==> src/hdl/mrf_pkg.sv <==
`default_nettype none
// ----------------------------------------------------------------------------
// mrf_pkg: shared types and constants for the Modbus RTU request framer
// Holds the word layouts of both channels, the queue status group, the
// byte slot codes of a frame and the CRC-16/MODBUS byte update.
// ----------------------------------------------------------------------------
package mrf_pkg;

  // Frame geometry
  localparam int BODY_LEN    = 6;
  localparam int FRAME_LEN   = 8;
  localparam int BYTE_W      = 8;
  localparam int BODY_W      = BODY_LEN * BYTE_W;
  localparam int QUEUE_DEPTH = 2;

  // CRC-16/MODBUS, reflected form
  localparam logic [15:0] CRC_INIT = 16'hFFFF;
  localparam logic [15:0] CRC_POLY = 16'hA001;

  // Command codes
  localparam logic CMD_READ        = 1'b0;
  localparam logic CMD_CHANGE_ADDR = 1'b1;

  // Byte slot codes within a frame
  localparam logic [2:0] SLOT_FIRST_BODY = 3'd0;
  localparam logic [2:0] SLOT_LAST_BODY  = 3'd5;
  localparam logic [2:0] SLOT_CRC_LO     = 3'd6;
  localparam logic [2:0] SLOT_CRC_HI     = 3'd7;

  typedef struct packed {
    logic              command;
    logic [7:0]        target_address;
    logic [7:0]        new_address;
    logic [BODY_W-1:0] request_body;
  } in_item_t;

  typedef struct packed {
    logic [7:0] frame_byte;
    logic       last_byte;
  } out_item_t;

  typedef struct packed {
    logic full;
    logic not_empty;
  } q_status_t;

  // Fold one byte into the running CRC, one polynomial step per bit
  function automatic logic [15:0] crc_byte(input logic [15:0] crc_in,
                                           input logic [7:0]  data);
    logic [15:0] crc;
    crc = crc_in ^ {8'h00, data};
    for (int b = 0; b < 8; b++) begin
      if (crc[0]) begin
        crc = (crc >> 1) ^ CRC_POLY;
      end else begin
        crc = crc >> 1;
      end
    end
    return crc;
  endfunction

endpackage
`default_nettype wire

==> src/hdl/mrf_front.sv <==
`default_nettype none
// ----------------------------------------------------------------------------
// mrf_front: request intake
// Takes a request word when the queue has room and patches the template:
// byte 0 becomes the target address, byte 5 the new address on a change.
// ----------------------------------------------------------------------------
module mrf_front (
  input  wire                        start,
  output logic                       busy,
  input  mrf_pkg::in_item_t          in_item,
  input  mrf_pkg::q_status_t         q_status,
  output logic                       push,
  output logic [mrf_pkg::BODY_W-1:0] push_body
);

  localparam int BW = mrf_pkg::BYTE_W;

  // Hold off new words while the queue is full
  assign busy = q_status.full;
  assign push = start && !q_status.full;

  // Patch the address bytes into the template
  always_comb begin
    push_body = in_item.request_body;
    push_body[BW-1:0] = in_item.target_address;
    if (in_item.command == mrf_pkg::CMD_CHANGE_ADDR) begin
      push_body[mrf_pkg::BODY_W-1 -: BW] = in_item.new_address;
    end
  end

endmodule
`default_nettype wire

==> src/hdl/mrf_queue.sv <==
`default_nettype none
// ----------------------------------------------------------------------------
// mrf_queue: short body queue
// Circular buffer of patched frame bodies between intake and serialiser.
// ----------------------------------------------------------------------------
module mrf_queue #(
  parameter int DEPTH = mrf_pkg::QUEUE_DEPTH
) (
  input  wire                        clk,
  input  wire                        rst_n,
  input  wire                        push,
  input  wire [mrf_pkg::BODY_W-1:0]  push_body,
  input  wire                        pop,
  output logic [mrf_pkg::BODY_W-1:0] pop_body,
  output mrf_pkg::q_status_t         q_status
);

  localparam int PW = (DEPTH > 1) ? $clog2(DEPTH) : 1;
  localparam int CW = $clog2(DEPTH + 1);
  localparam logic [PW-1:0] LAST_PTR = PW'(DEPTH - 1);
  localparam logic [CW-1:0] FULL_CNT = CW'(DEPTH);

  logic [mrf_pkg::BODY_W-1:0] data_r [DEPTH];
  logic [PW-1:0] wr_ptr_r, wr_ptr_nxt;
  logic [PW-1:0] rd_ptr_r, rd_ptr_nxt;
  logic [CW-1:0] count_r, count_nxt;
  logic          do_push, do_pop;

  assign q_status.full      = (count_r == FULL_CNT);
  assign q_status.not_empty = (count_r != '0);
  assign do_push  = push && !q_status.full;
  assign do_pop   = pop && q_status.not_empty;
  assign pop_body = data_r[rd_ptr_r];

  // Advance pointers and occupancy
  always_comb begin
    wr_ptr_nxt = wr_ptr_r;
    rd_ptr_nxt = rd_ptr_r;
    count_nxt  = count_r;
    if (do_push) begin
      wr_ptr_nxt = (wr_ptr_r == LAST_PTR) ? '0 : wr_ptr_r + 1'b1;
    end
    if (do_pop) begin
      rd_ptr_nxt = (rd_ptr_r == LAST_PTR) ? '0 : rd_ptr_r + 1'b1;
    end
    if (do_push && !do_pop) begin
      count_nxt = count_r + 1'b1;
    end else if (do_pop && !do_push) begin
      count_nxt = count_r - 1'b1;
    end
  end

  always_ff @(posedge clk) begin
    if (!rst_n) begin
      wr_ptr_r <= '0;
      rd_ptr_r <= '0;
      count_r  <= '0;
    end else begin
      wr_ptr_r <= wr_ptr_nxt;
      rd_ptr_r <= rd_ptr_nxt;
      count_r  <= count_nxt;
    end
  end

  // Store the incoming body
  always_ff @(posedge clk) begin
    if (do_push) begin
      data_r[wr_ptr_r] <= push_body;
    end
  end

endmodule
`default_nettype wire

==> src/hdl/mrf_back.sv <==
`default_nettype none
// ----------------------------------------------------------------------------
// mrf_back: frame serialiser
// Sends one byte a cycle: six body bytes, then CRC low and high, folding
// each body byte into the CRC as it goes out. Reloads without a gap.
// ----------------------------------------------------------------------------
module mrf_back (
  input  wire                        clk,
  input  wire                        rst_n,
  input  mrf_pkg::q_status_t         q_status,
  input  wire [mrf_pkg::BODY_W-1:0]  pop_body,
  output logic                       pop,
  output logic                       out_valid,
  output mrf_pkg::out_item_t         out_item
);

  localparam int BW = mrf_pkg::BYTE_W;

  logic                       active_r, active_nxt;
  logic [2:0]                 slot_r, slot_nxt;
  logic [mrf_pkg::BODY_W-1:0] body_r, body_nxt;
  logic [15:0]                crc_r, crc_nxt;
  logic                       valid_r, valid_nxt;
  mrf_pkg::out_item_t         item_r, item_nxt;

  // Take the next body when idle or on the final byte of a frame
  assign pop = q_status.not_empty &&
               (!active_r || (slot_r == mrf_pkg::SLOT_CRC_HI));

  always_comb begin
    active_nxt = active_r;
    slot_nxt   = slot_r;
    body_nxt   = body_r;
    crc_nxt    = crc_r;
    valid_nxt  = 1'b0;
    item_nxt   = item_r;
    if (active_r) begin
      valid_nxt          = 1'b1;
      item_nxt.last_byte = (slot_r == mrf_pkg::SLOT_CRC_HI);
      slot_nxt           = slot_r + 1'b1;
      case (slot_r) inside
        [mrf_pkg::SLOT_FIRST_BODY:mrf_pkg::SLOT_LAST_BODY]: begin
          item_nxt.frame_byte = body_r[BW-1:0];
          crc_nxt             = mrf_pkg::crc_byte(crc_r, body_r[BW-1:0]);
          body_nxt            = body_r >> BW;
        end
        mrf_pkg::SLOT_CRC_LO: begin
          item_nxt.frame_byte = crc_r[7:0];
        end
        mrf_pkg::SLOT_CRC_HI: begin
          item_nxt.frame_byte = crc_r[15:8];
          active_nxt          = 1'b0;
        end
        default: begin
          item_nxt.frame_byte = '0;
        end
      endcase
    end
    // Load a fresh body
    if (pop) begin
      active_nxt = 1'b1;
      slot_nxt   = mrf_pkg::SLOT_FIRST_BODY;
      body_nxt   = pop_body;
      crc_nxt    = mrf_pkg::CRC_INIT;
    end
  end

  always_ff @(posedge clk) begin
    if (!rst_n) begin
      active_r <= 1'b0;
      slot_r   <= mrf_pkg::SLOT_FIRST_BODY;
      valid_r  <= 1'b0;
    end else begin
      active_r <= active_nxt;
      slot_r   <= slot_nxt;
      valid_r  <= valid_nxt;
    end
  end

  always_ff @(posedge clk) begin
    body_r <= body_nxt;
    crc_r  <= crc_nxt;
    item_r <= item_nxt;
  end

  assign out_valid = valid_r;
  assign out_item  = item_r;

endmodule
`default_nettype wire

==> src/hdl/modbus_rtu_request_framer_unit.sv <==
`default_nettype none
// ----------------------------------------------------------------------------
// modbus_rtu_request_framer_unit: Modbus RTU request framer
// A taken word passes the queue, the serialiser load and the output register.
// Throughput: one byte a cycle while a frame goes out, set by the serialiser.
// A short queue takes the next word while a frame is still going out.
// busy is high only while the queue is full; results cannot be stalled.
// Reset (synchronous, rst_n low) empties the queue and stops the serialiser.
// ----------------------------------------------------------------------------
module modbus_rtu_request_framer_unit #(
  parameter int QUEUE_DEPTH = mrf_pkg::QUEUE_DEPTH
) (
  input  wire                clk,
  input  wire                rst_n,
  input  wire                start,
  output logic               busy,
  input  mrf_pkg::in_item_t  in_item,
  output logic               out_valid,
  output mrf_pkg::out_item_t out_item
);

  mrf_pkg::q_status_t         q_status;
  logic                       push, pop;
  logic [mrf_pkg::BODY_W-1:0] push_body, pop_body;

  mrf_front u_front (
    .start     (start),
    .busy      (busy),
    .in_item   (in_item),
    .q_status  (q_status),
    .push      (push),
    .push_body (push_body)
  );

  mrf_queue #(
    .DEPTH (QUEUE_DEPTH)
  ) u_queue (
    .clk       (clk),
    .rst_n     (rst_n),
    .push      (push),
    .push_body (push_body),
    .pop       (pop),
    .pop_body  (pop_body),
    .q_status  (q_status)
  );

  mrf_back u_back (
    .clk       (clk),
    .rst_n     (rst_n),
    .q_status  (q_status),
    .pop_body  (pop_body),
    .pop       (pop),
    .out_valid (out_valid),
    .out_item  (out_item)
  );

`ifndef SYNTH
  // Never push into a full queue
  a_no_overflow: assert property (@(posedge clk) disable iff (!rst_n)
    push |-> !q_status.full)
    else $error("push into full queue");

  // Never pop an empty queue
  a_no_underflow: assert property (@(posedge clk) disable iff (!rst_n)
    pop |-> q_status.not_empty)
    else $error("pop from empty queue");

  // Two last-byte strobes never come back to back
  a_last_spacing: assert property (@(posedge clk) disable iff (!rst_n)
    (out_valid && out_item.last_byte) |=> !(out_valid && out_item.last_byte))
    else $error("back-to-back last bytes");
`endif

endmodule
`default_nettype wire
==> config.mk <==
export PLATFORM = sky130hd
export DESIGN_NAME = modbus_rtu_request_framer_unit
export DESIGN_NICKNAME = d
export VERILOG_FILES = /design/src/hdl/mrf_pkg.sv /design/src/hdl/mrf_front.sv /design/src/hdl/mrf_queue.sv /design/src/hdl/mrf_back.sv /design/src/hdl/modbus_rtu_request_framer_unit.sv
export SDC_FILE = /design/constraint.sdc
export NUM_CORES = 1
export LEC_CHECK = 0
export ABC_CLOCK_PERIOD_IN_PS = 4600
export BUFFER_PORTS_ARGS = -buffer_cell sky130_fd_sc_hd__buf_2
export CORE_ASPECT_RATIO = 2
export CORE_MARGIN = 2
export CORE_UTILIZATION = 49
export DETAILED_ROUTE_END_ITERATION = 12
export PLACE_DENSITY = 0.7
export SYNTH_ARGS = -nofsm -noshare
export SYNTH_HDL_FRONTEND = slang
export SYNTH_SLANG_ARGS = --single-unit
==> constraint.sdc <==
create_clock -name clk -period 4.6 [get_ports clk]
set_clock_uncertainty 0.2 [all_clocks]
set_input_delay 0.69 -clock clk [delete_from_list [all_inputs] [get_ports clk]]
set_output_delay 0.69 -clock clk [all_outputs]
set_load 0.02 [all_outputs]
# --- Word level (Yosys, flattened, before mapping) ---
# Memory sizes are Yosys's and may differ from the RTL's. A register that Yosys moved wholly into a read port is not among the register bits.
# Cells that the tools add are included.
word_totals:
  regBits: 82
  mem_bits_rw: 96
  in_bits: 68
  wordCells: 93
  memories: 1
mem_list:
  columns: ["memory", "depth", "word_bits", "read_ports", "rd_ports_with_merged_regs", "wr", "line", "text"]
  rows:
  - ["u_queue.data_r", 2, 48, 1, 1, 1, "mrf_queue.sv:23", "logic [mrf_pkg::BODY_W-1:0] data_r [DEPTH];"]
op_classes:
  add_sub_neg: 5
  magnitude_cmp: 2
  n_eq_ne: 3
  muxes: 43
  bitwise_logic: 10
  reduce_logical: 19
op_table:
  columns: ["operator", "count"]
  rows:
  - ["two-way mux 16 bit", 22]
  - ["two-way mux 48 bit", 3]
  - ["two-way mux 8 bit", 4]
  - ["NOT 2 -> 3 bit", 8]
  - ["XOR 16 x 8 -> 16 bit", 1]
  - ["two-way mux 1 bit", 12]
  - ["nonzero test 2 bit", 4]
  - ["logical AND 1 bit", 7]
  - ["equality test 3 bit, second input constant", 2]
  - ["logical NOT 1 bit", 4]
  - ["two-way mux 2 bit", 2]
  - ["AND reduction 2 bit", 2]
  - ["adder 3 x 1 -> 3 bit, second input constant", 1]
  - ["greater-or-equal comparator 3 x 1 -> 1 bit, second input constant", 1]
  - ["less-or-equal comparator 3 bit, second input constant", 1]
  - ["adder 1 bit, second input constant", 2]
  - ["adder 2 x 1 -> 2 bit, second input constant", 1]
  - ["equality test 2 bit, second input constant", 1]
  - ["OR reduction 2 bit", 1]
  - ["subtractor 2 x 1 -> 2 bit, second input constant", 1]
  - ["logical OR 1 bit", 1]
  - ["NOT 1 bit", 1]

# --- Depth between registers and ports, before layout ---
# Gate-level depths: netlist of the first run.
logic_depth:
  word_depth: 31
  mapped_depth: 9
  depth_no_buf: 7

# --- By module ---
# Synthesis of the first run repeated with hierarchy kept, for this count alone.
unflattened:
  hier_cells: 542
  hier_area_um2: 7522.2
by_module_without_submodules:
  columns: ["module", "instances", "cells_each", "area_each_um2", "seq_area_each_um2"]
  rows:
  - ["mrf_queue", 1, 174, 3697.3, 2982.9]
  - ["mrf_back", 1, 317, 3379.5, 2132.0]
  - ["mrf_front", 1, 51, 445.4, 0.0]

# --- Worst setup path after synthesis of the first run ---
# No wires, ideal clock.
synth_timing:
  kind: "input-to-reg"
  start: "input port start"
  end: "memory u_queue.data_r[0][0] (netlist name) (enable)"
  t_arrival_ps: 2802
  required_ps: 3945
  setup_slack_ps: 1143
  stages: 2
  cell_sequence: "nand2_1 > nor2_1"
synth_between:
  elab_chain_cells: 4
synth_rtl:
  columns: ["item", "line", "text"]
  rows:
  - ["start: declaration", "modbus_rtu_request_framer_unit.sv:15", "input wire start,"]
  - ["logical AND 1 bit", "mrf_front.sv:20", "assign push = start && !q_status.full;"]
  - ["logical AND 1 bit", "mrf_queue.sv:31", "assign do_push = push && !q_status.full;"]
  - ["two-way mux 1 bit", "mrf_queue.sv:67", "if (do_push) begin"]
  - ["two-way mux 1 bit (implied by the code)", "mrf_queue.sv:68", "data_r[wr_ptr_r] <= push_body;"]
  - ["end: declaration", "mrf_queue.sv:23", null]
# Every way passes these cells.

# --- Final worst setup path of the first run ---
layout_timing:
  start: "register u_back.slot_r[0]"
  end: "register u_queue.count_r[1]"
layout_between:
  elab_chain_cells: 7
  word_cells_on_any_way: 9
layout_rtl:
  columns: ["item", "line", "text"]
  rows:
  - ["start: declaration", "mrf_back.sv:20", "logic [2:0] slot_r, slot_nxt;"]
  - ["start signal: assignment", "mrf_back.sv:71", "slot_r <= mrf_pkg::SLOT_FIRST_BODY;"]
  - ["start signal: assignment", "mrf_back.sv:75", "slot_r <= slot_nxt;"]
  - ["equality test 3 bit *", "mrf_back.sv:28", "(!active_r || (slot_r == mrf_pkg::SLOT_CRC_HI));"]
  - ["logical OR 1 bit *", "mrf_back.sv:28", null]
  - ["logical AND 1 bit *", "mrf_back.sv:27", "assign pop = q_status.not_empty &&"]
  - ["logical AND 1 bit *", "mrf_queue.sv:32", "assign do_pop = pop && q_status.not_empty;"]
  - ["logical NOT 1 bit", "mrf_queue.sv:46", "if (do_push && !do_pop) begin"]
  - ["logical AND 1 bit", "mrf_queue.sv:46", null]
  - ["two-way mux 2 bit / nonzero test 2 bit (equally long branches)", null, null]
  - ["end signal: assignment", "mrf_queue.sv:61", "count_r <= count_nxt;"]
  - ["end: declaration", "mrf_queue.sv:26", "logic [CW-1:0] count_r, count_nxt;"]
# Every way passes the cells marked *; elsewhere a longest branch is shown, timed or not.
# A chain may end at the register's enable or synchronous reset.

==> results of run 1 <==
-- power groups by stage --
| stage | sequential (mW) | combinational (mW) | clock (mW) |
|---|---|---|---|
| 6_report | 2.66 | 1.83 | 1.38 |
| 5_1_grt | 2.71 | 2.02 | 1.48 |
| 4_1_cts | 2.66 | 1.84 | 1.41 |
| 3_5_place_dp | 2.69 | 1.83 | 0 |
| 3_3_place_gp | 2.66 | 1.77 | 0 |
| 2_1_floorplan | 2.63 | 1.44 | 0 |
-- registers in the layout, indices dropped and copies added, names as in the netlist, named ones only --
| register | count |
|---|---|
| u_back.active_r | 1 |
| u_back.body_r | 48 |
| u_back.crc_r | 16 |
| u_back.out_item | 9 |
| u_back.out_valid | 1 |
| u_back.slot_r | 3 |
| u_queue.count_r | 2 |
| u_queue.data_r | 96 |
| u_queue.rd_ptr_r | 1 |
| u_queue.wr_ptr_r | 1 |
-- placed cells by master, fill, tap and decap left out, types with 2 or more instances in the layout --
cell        instances
nand2_1            52
nor2_1             20
buf_4               5
clkbuf_16          17
clkinvlp_4          2
buf_2              70
edfxtp_1          153
o21ai_0             2
inv_8               4
inv_1               5
ha_1                5
clkinv_4            2
o22a_1              7
o21ai_1            48
xor2_1              5
dfxtp_1            25
inv_6               3
a21boi_1            2
mux2_2              8
xor2_2              2
a21oi_1            17
and3_1              9
xnor2_1            16
mux2i_1            49
clkinv_1            2
and2_1              6
-- metrics by stage --
step | hold slack [ps] | cells
after global routing | 243 | 742
after detailed placement | 279 | 710
after global placement | 262 | 710
after CTS | 246 | 742
final | 261 | 742
after floorplan | 251 | 469
-- cells by family after synthesis --
group                      Yosys count
buffers and inverters               30
xor gates and xnor gates            25
adders and majority gates            5
and+or+nand+nor                     92
DFF                                179
AOI/OAI and AO/OA                   81
muxes                               57
-- metal layers --
layer,GRT usage,share of wire,up-vias
li1,-,-,1867
met1,0.174,0.36,1862
met2,0.300,0.57,100
met3,0.0325,0.033,24
met4,0.0802,0.030,0
met5,0,0,-
-- final timing paths --
path,start,endpoint,slack [ps],depth (start not counted)
setup / recovery,u_back.slot_r[0],u_queue.count_r[1],1580,7
hold / removal,in_item[36],u_queue.data_r[1][36],260,1
setup reg to reg,u_back.slot_r[0],u_queue.count_r[1],1580,7
hold reg to reg,u_back.crc_r[11],u_back.crc_r[3],290,1
-- worst max-delay path, cell delays in order (launching register included) --
cell and delay [ps]:
dfxtp_1 360, ha_1 220, ha_1 370, o22ai_4 190, buf_4 700, ha_1 390, or3_1 350, a21boi_1 160
-- area by class of cell --
cell class	instances	share of cell area
clock buffers	17	0.0524
clock inverters	15	0.0180
inverters	6	0.00277
multi-input cells	260	0.218
flip-flops and latches	179	0.630
well taps	189	0.0291
repair buffers	76	0.0502
==> summary.md, run 1 <==
| Metric | Value |
|---|---|
| Status | `finished clean` |
| Largest net degree at the start of global routing | `95` |
| XOR/XNOR Fraction of Synth Area | `0.0376` |
| Synth cell count leaders | `edfxtp_1, nand2_1, mux2i_1, o21ai_1, dfxtp_1` |
| Clk pwr share | `0.236` |
| Nets | `around 610` |
| Vias per Instance | `a little over 5` |
| Placed cell areas | `7550 sq um` |
| Synth top area cells | `edfxtp_1, dfxtp_1, mux2i_1, o21ai_1, nand2_1` |
| Async SR Flop Fraction | `0` |
| Ports | `79` |
| TritonCTS clock tree | `built` |
| Share of cells above drive strength 1 | `0.222` |
| Filler instances | `about 1.1k` |
| Drt wl/cell | `roughly 16 um` |
| Yosys cell types | `32` |
| RSZ-0062 raised after global routing | `no` |
| Critical path launch point type | `flip-flop` |
| Final Cycle Share | `0.656` |
| Cell Pwr Density | `between 700 and 800 nW/um^2` |
| Multi-input logic area | `between 1500 and 2000 sq um` |
| CP Capture Type | `flip-flop` |
| TritonCTS buffer count | `17` |
| Diodes inserted | `0` |
| Largest area contributor in the netlist | `edfxtp_1` |
| Die ar. | `15300 sq um` |
| HP Class | `in -> reg` |
| Sequential area share after synthesis | `0.732` |
| Combinational family with the most area after synthesis | `multiplexers` |
| Synth Warn # | `0` |
| Initial antenna violation count | `0` |
| Wire length of the first global-routing pass | `19100 um` |
| Drt drc | `0` |
| Post-layout total power | `5.86 mW` |
| Post-Place Worst Slack | `approximately 1600 ps` |
| CTS clock-pin slew for the worst setup and hold paths | `70 ps` |
| Fin util | `0.585` |
| Top-area cell type share of the netlist area | `0.658` |
| Comb pwr share | `0.311` |
| Synth Register Bits | `~180` |
| # rows | `61` |
| Mapped Cells | `469` |
| Vias in the first global route | `around 4.1k` |
| TritonCTS Sinks | `179` |
| GP Congestion | `0.737` |
| Multiplexer share of the synthesized area | `0.0831` |
| Final Setup Violations | `0` |
| CTS root buffer | `clkbuf_16` |
| Post-synth EDFFs | `153` |
| Initial Util | `0.503` |
| Post-Syn Area | `6980 sq um` |
| Net Sw Power | `about 1.9 mW` |
| Final WL | `between 10000 and 15000 um` |
| Setup TNS | `0 ps` |
| Slew Limit Fails | `0` |
| Post-synthesis compound-gate area fraction | `0.0645` |
| Post-cts sizing count | `0` |
| DPL Wire Length | `about 7500 um` |
| Syn Nets | `approximately 540` |
| Via count | `a little under 4k` |
| Setup bufs post-CTS | `0` |
| Clk buf depth | `2` |
| Max-cap violations | `0` |
| Endpoints failing hold | `0` |
| Slew @ Worst Pin | `between 1000 and 1500 ps` |
| Switching share of power | `0.323` |
| Critical Setup Path Class | `reg -> reg` |
| DRT Pass-1 Iters | `4` |
| Register area | `approximately 5100 sq um` |
| Buffers on Ports | `70` |
| Most numerous cell in the Yosys netlist | `edfxtp_1` |
| Top FF cell, synth | `edfxtp_1` |
| WP data required | `roughly 4700 ps` |
| P_leak | `approximately 3.0 nW` |
| Die W | `just under 90 um` |
| Average cell area after synthesis | `14.9 sq um` |
| Number of nets with antenna violations after routing | `0` |
| H-tree levels | `4` |
| Worst slew margin | `0.212` |
| Initial DRC count | `approximately 240` |
| Simple logic cell fraction of the synthesized area | `0.0561` |
| # hold bufs at CTS | `0` |
| Final Cell Area | `8130 sq um` |
| Post-route setup slack | `roughly 1600 ps` |
| VDD IR max | `between 0.4 and 0.5 mV` |
| Vertical die dimension | `~170 um` |
| Flop pwr share | `0.453` |
| Adder-Cell Fraction of Synth Area | `0.00896` |
| Worst path arrival time | `approximately 3200 ps` |
| Clock Latency Late Sink | `between 400 and 500 ps` |
| Fmax | `approximately 330 MHz` |
| Int Power | `between 3 and 4 mW` |
| Crit path time final | `slightly above 3000 ps` |
| Global route overflow | `0` |
| Crit path max fanout | `94` |
| GR Util All Layers | `0.165` |
| Core region area | `13900 sq um` |
| Syn-to-layout area delta | `16.4%` |
No activity file was read; power rests on OpenSTA's default activity.
==> run 2, diff against run 1 <==
--- a/config.mk
+++ b/config.mk
@@ -5,7 +5,8 @@
 export SDC_FILE = /design/constraint.sdc
 export NUM_CORES = 1
 export LEC_CHECK = 0
-export ABC_CLOCK_PERIOD_IN_PS = 4600
+export ABC_AREA = 1
+export ABC_CLOCK_PERIOD_IN_PS = 2900
 export BUFFER_PORTS_ARGS = -buffer_cell sky130_fd_sc_hd__buf_2
 export CORE_ASPECT_RATIO = 2
 export CORE_MARGIN = 2
==> constraint.sdc (replaced) <==
create_clock -name clk -period 2.9 [get_ports clk]
set_clock_uncertainty 0.2 [all_clocks]
set_input_delay 0.435 -clock clk [delete_from_list [all_inputs] [get_ports clk]]
set_output_delay 0.435 -clock clk [all_outputs]
set_load 0.02 [all_outputs]
==> summary.md, run 2 <==
| Metric | Value |
|---|---|
| Die W | `89.1 um (+0.72%)` |
| Vertical die dimension | `174 um (+0.74%)` |
| Nets | `776 (+27%)` |
| Worst path cell trace | `ha_1 > ha_1 > o22ai_2 > inv_2 > nor2_1 > inv_2` |
| Final Cycle Share | `0.851 (+0.195)` |
| DPL Wire Length | `9700 um (+29%)` |
| Crit Reg-Reg Endpoint | `u_back.body_r[12]` |
| CP Capture Type | `flip-flop` |
| Most common cell after layout, fill and taps aside | `nand2_1` |
| Post-route setup slack | `431 ps (-1150 ps)` |
| Post-cts sizing count | `0 (unchanged)` |
| Setup TNS | `0 ps (unchanged)` |
| Most frequent cells in the layout | `nand2_1, edfxtp_1, buf_2` |
| H-tree levels | `4 (unchanged)` |
| Met1 wire length | `5120 um (+20%)` |
| Syn-to-layout area delta | `21.5%` |
| Post-layout total power | `9.44 mW (+61%)` |
| Synth top area cells | `edfxtp_1, nand2_1, dfxtp_1, a31oi_1, nor2_1` |
| Global route overflow | `0 (unchanged)` |
| Top FF cell, synth | `edfxtp_1` |
| Top-area cell type share of the netlist area | `0.648 (-0.00987)` |
| TritonCTS buffer count | `17 (unchanged)` |
| Async SR Flop Fraction | `0 (unchanged)` |
| Biggest register | `u_queue.data_r` |
| Clk buf depth | `2 (unchanged)` |
| RSZ-0062 raised after global routing | `no` |
| WP data required | `2750 ps (-1990 ps)` |
| Final Setup Violations | `0 (unchanged)` |
| Synth cell count leaders | `nand2_1, edfxtp_1, nor2_1, a31oi_1, inv_1` |
| Via count | `4771 (+24%)` |
| CTS clock-pin slew for the worst setup and hold paths | `60 ps (about the same)` |
| Mapped Cells | `591 (+26%)` |
| Worst slew margin | `0.275 (+0.0627)` |
| # rows | `62 (+1.6%)` |
| Vias in the first global route | `4950 (+22%)` |
| TritonCTS clock tree | `built` |
| Post-Place Worst Slack | `414 ps (-1150 ps)` |
| Drt drc | `0 (unchanged)` |
| Status | `finished clean` |
| Worst path arrival time | `2310 ps (-850 ps)` |
| Setup bufs post-CTS | `0 (unchanged)` |
| Core region area | `14300 sq um (+2.8%)` |
| HP Class | `in -> reg` |
| Share of cells above drive strength 1 | `0.209 (-0.0129)` |
| Max-cap violations | `0 (unchanged)` |
| Initial Util | `0.497 (-0.00603)` |
| Crit-path max cell delay | `770 ps (+70 ps)` |
| GP Congestion | `0.899 (+22%)` |
| Initial antenna violation count | `0 (unchanged)` |
| Crit path to | `u_back.body_r[12]` |
| Buffers on Ports | `70 (unchanged)` |
| Wire length on met3 | `499 um (+30%)` |
| Vias per Instance | `5.25 (+1.2%)` |
| Ports | `79 (unchanged)` |
| TritonCTS Sinks | `179 (unchanged)` |
| Largest area contributor in the netlist | `edfxtp_1` |
| CTS root buffer | `clkbuf_16` |
| Endpoints failing hold | `0 (unchanged)` |
| Initial DRC count | `244 (+3.8%)` |
| Largest register FFs | `96 (unchanged)` |
| Reg2Reg Depth | `6 (-1)` |
| Largest registers | `u_queue.data_r x96, u_back.body_r x48, u_back.crc_r x16` |
| Slew @ Worst Pin | `1090 ps (-95.6 ps)` |
| Clock Latency Late Sink | `430 ps (about the same)` |
| Critical Setup Path Class | `reg -> reg` |
| VDD IR max | `0.687 mV (+70%)` |
| GR Util All Layers | `0.204 (+0.0389)` |
| Critical path launch point type | `flip-flop` |
| Wire length of the first global-routing pass | `23600 um (+23%)` |
| Synth Register Bits | `179 (unchanged)` |
| DR top layer | `met4` |
| Post-synth EDFFs | `153 (unchanged)` |
| DRT Pass-1 Iters | `4 (unchanged)` |
| Die ar. | `15500 sq um (+1.5%)` |
| Sequential area share after synthesis | `0.721 (-0.0110)` |
| DR WL met2 | `8560 um (+28%)` |
| Worst R2R Setup Slack | `430 ps (-1150 ps)` |
| Crit path launch | `u_back.slot_r[1]` |
| P_leak | `3.40 nW (+14%)` |
| Reg2reg start | `u_back.slot_r[1]` |
| Most numerous cell in the Yosys netlist | `nand2_1` |
| Yosys cell types | `30 (-6.3%)` |
| # hold bufs at CTS | `32 (+32)` |
| Largest net degree at the start of global routing | `87 (-8.4%)` |
| Synth Warn # | `0 (unchanged)` |
| Crit path time final | `2470 ps (-550 ps)` |
| Syn Nets | `664 (+23%)` |
| Slowest CP cell | `inv_2` |
| Diodes inserted | `0 (unchanged)` |
| Fmax | `405 MHz (+22%)` |
| Cell Pwr Density | `1100 nW/um^2 (+52%)` |
| Number of nets with antenna violations after routing | `0 (unchanged)` |
| Drt wl/cell | `16.1 um (+2.4%)` |
| Slew Limit Fails | `0 (unchanged)` |
| Post-Syn Area | `7090 sq um (+1.5%)` |
| Crit path max fanout | `52 (-45%)` |
| Average cell area after synthesis | `12.0 sq um (-19%)` |
| Final WL | `14600 um (+25%)` |
-- run 2: cell type report --
| class | count | area, sq um |
|---|---|---|
| Clock buffer | 22 | 485 |
| Clock inverter | 10 | 67.6 |
| Fill cell | 1178 | 5660 |
| Inverter | 44 | 165 |
| Multi-Input combinational cell | 344 | 1720 |
| Sequential cell | 179 | 5110 |
| Tap cell | 192 | 240 |
| Timing Repair Buffer | 117 | 821 |
-- run 2: report_power, final --
part | switching (mW) | leakage, nW | total, mW | internal [mW]
clock network | 0.951 | 0.282 | 2.15 | 1.20
logic | 2.11 | 1.46 | 3.11 | 0.997
registers | 0.309 | 1.66 | 4.19 | 3.88
-- run 2: cells by family (layout without fill, tap and decap cells) --
family | after synthesis | in the layout | share of synthesized area
DFF | 179 | 179 | 0.721
muxes | 8 | 8 | 0.0127
AOI/OAI and AO/OA | 89 | 89 | 0.0792
and+or+nand+nor | 238 | 238 | 0.134
xor gates and xnor gates | 4 | 4 | 0.00600
buffers and inverters | 68 | 193 | 0.0379
adders and majority gates | 5 | 5 | 0.00882
-- run 2: worst min-delay path by stage --
stage	start	end	slack, ps	cells past startpoint
floorplan	u_queue.rd_ptr_r	flip-flop	230	1
global placement	u_queue.rd_ptr_r	flip-flop	230	1
detailed placement	u_queue.rd_ptr_r	flip-flop	260	1
CTS	in_item[30]	u_queue.data_r[1][30]	2	1
global route	in_item[30]	u_queue.data_r[1][30]	4	1
finish	in_item[59]	u_queue.data_r[1][3]	20	1
-- run 2: critical path: cells and delay by family (launching register included) --
family | cells | cell delay (ps)
buffers and inverters | 2 | 860
flip-flops | 1 | 400
adder cells (fa/ha/maj) | 2 | 440
AND/OR/NAND/NOR | 1 | 60
AO/OA/AOI/OAI | 1 | 100
-- run 2: per-stage QoR --
| step | util | hold WS [ps] | cells | instance area [sq um] |
|---|---|---|---|---|
| 2_1_floorplan | - | 225 | 591 | 7090 |
| 3_3_place_gp | 0.542 | 233 | 844 | 7740 |
| 3_5_place_dp | 0.542 | 258 | 844 | 7740 |
| 4_1_cts | 0.604 | 2.20 | 908 | 8610 |
| 5_1_grt | 0.604 | 3.84 | 908 | 8610 |
| 6_report | 0.604 | 16.6 | 908 | 8610 |
-- run 2: metal layers --
| layer | up-vias | global-route usage |
|---|---|---|
| met5 | - | 0 |
| met4 | 0 | 0.105 |
| met3 | 29 | 0.0432 |
| met2 | 143 | 0.374 |
| met1 | 2312 | 0.206 |
| li1 | 2287 | - |
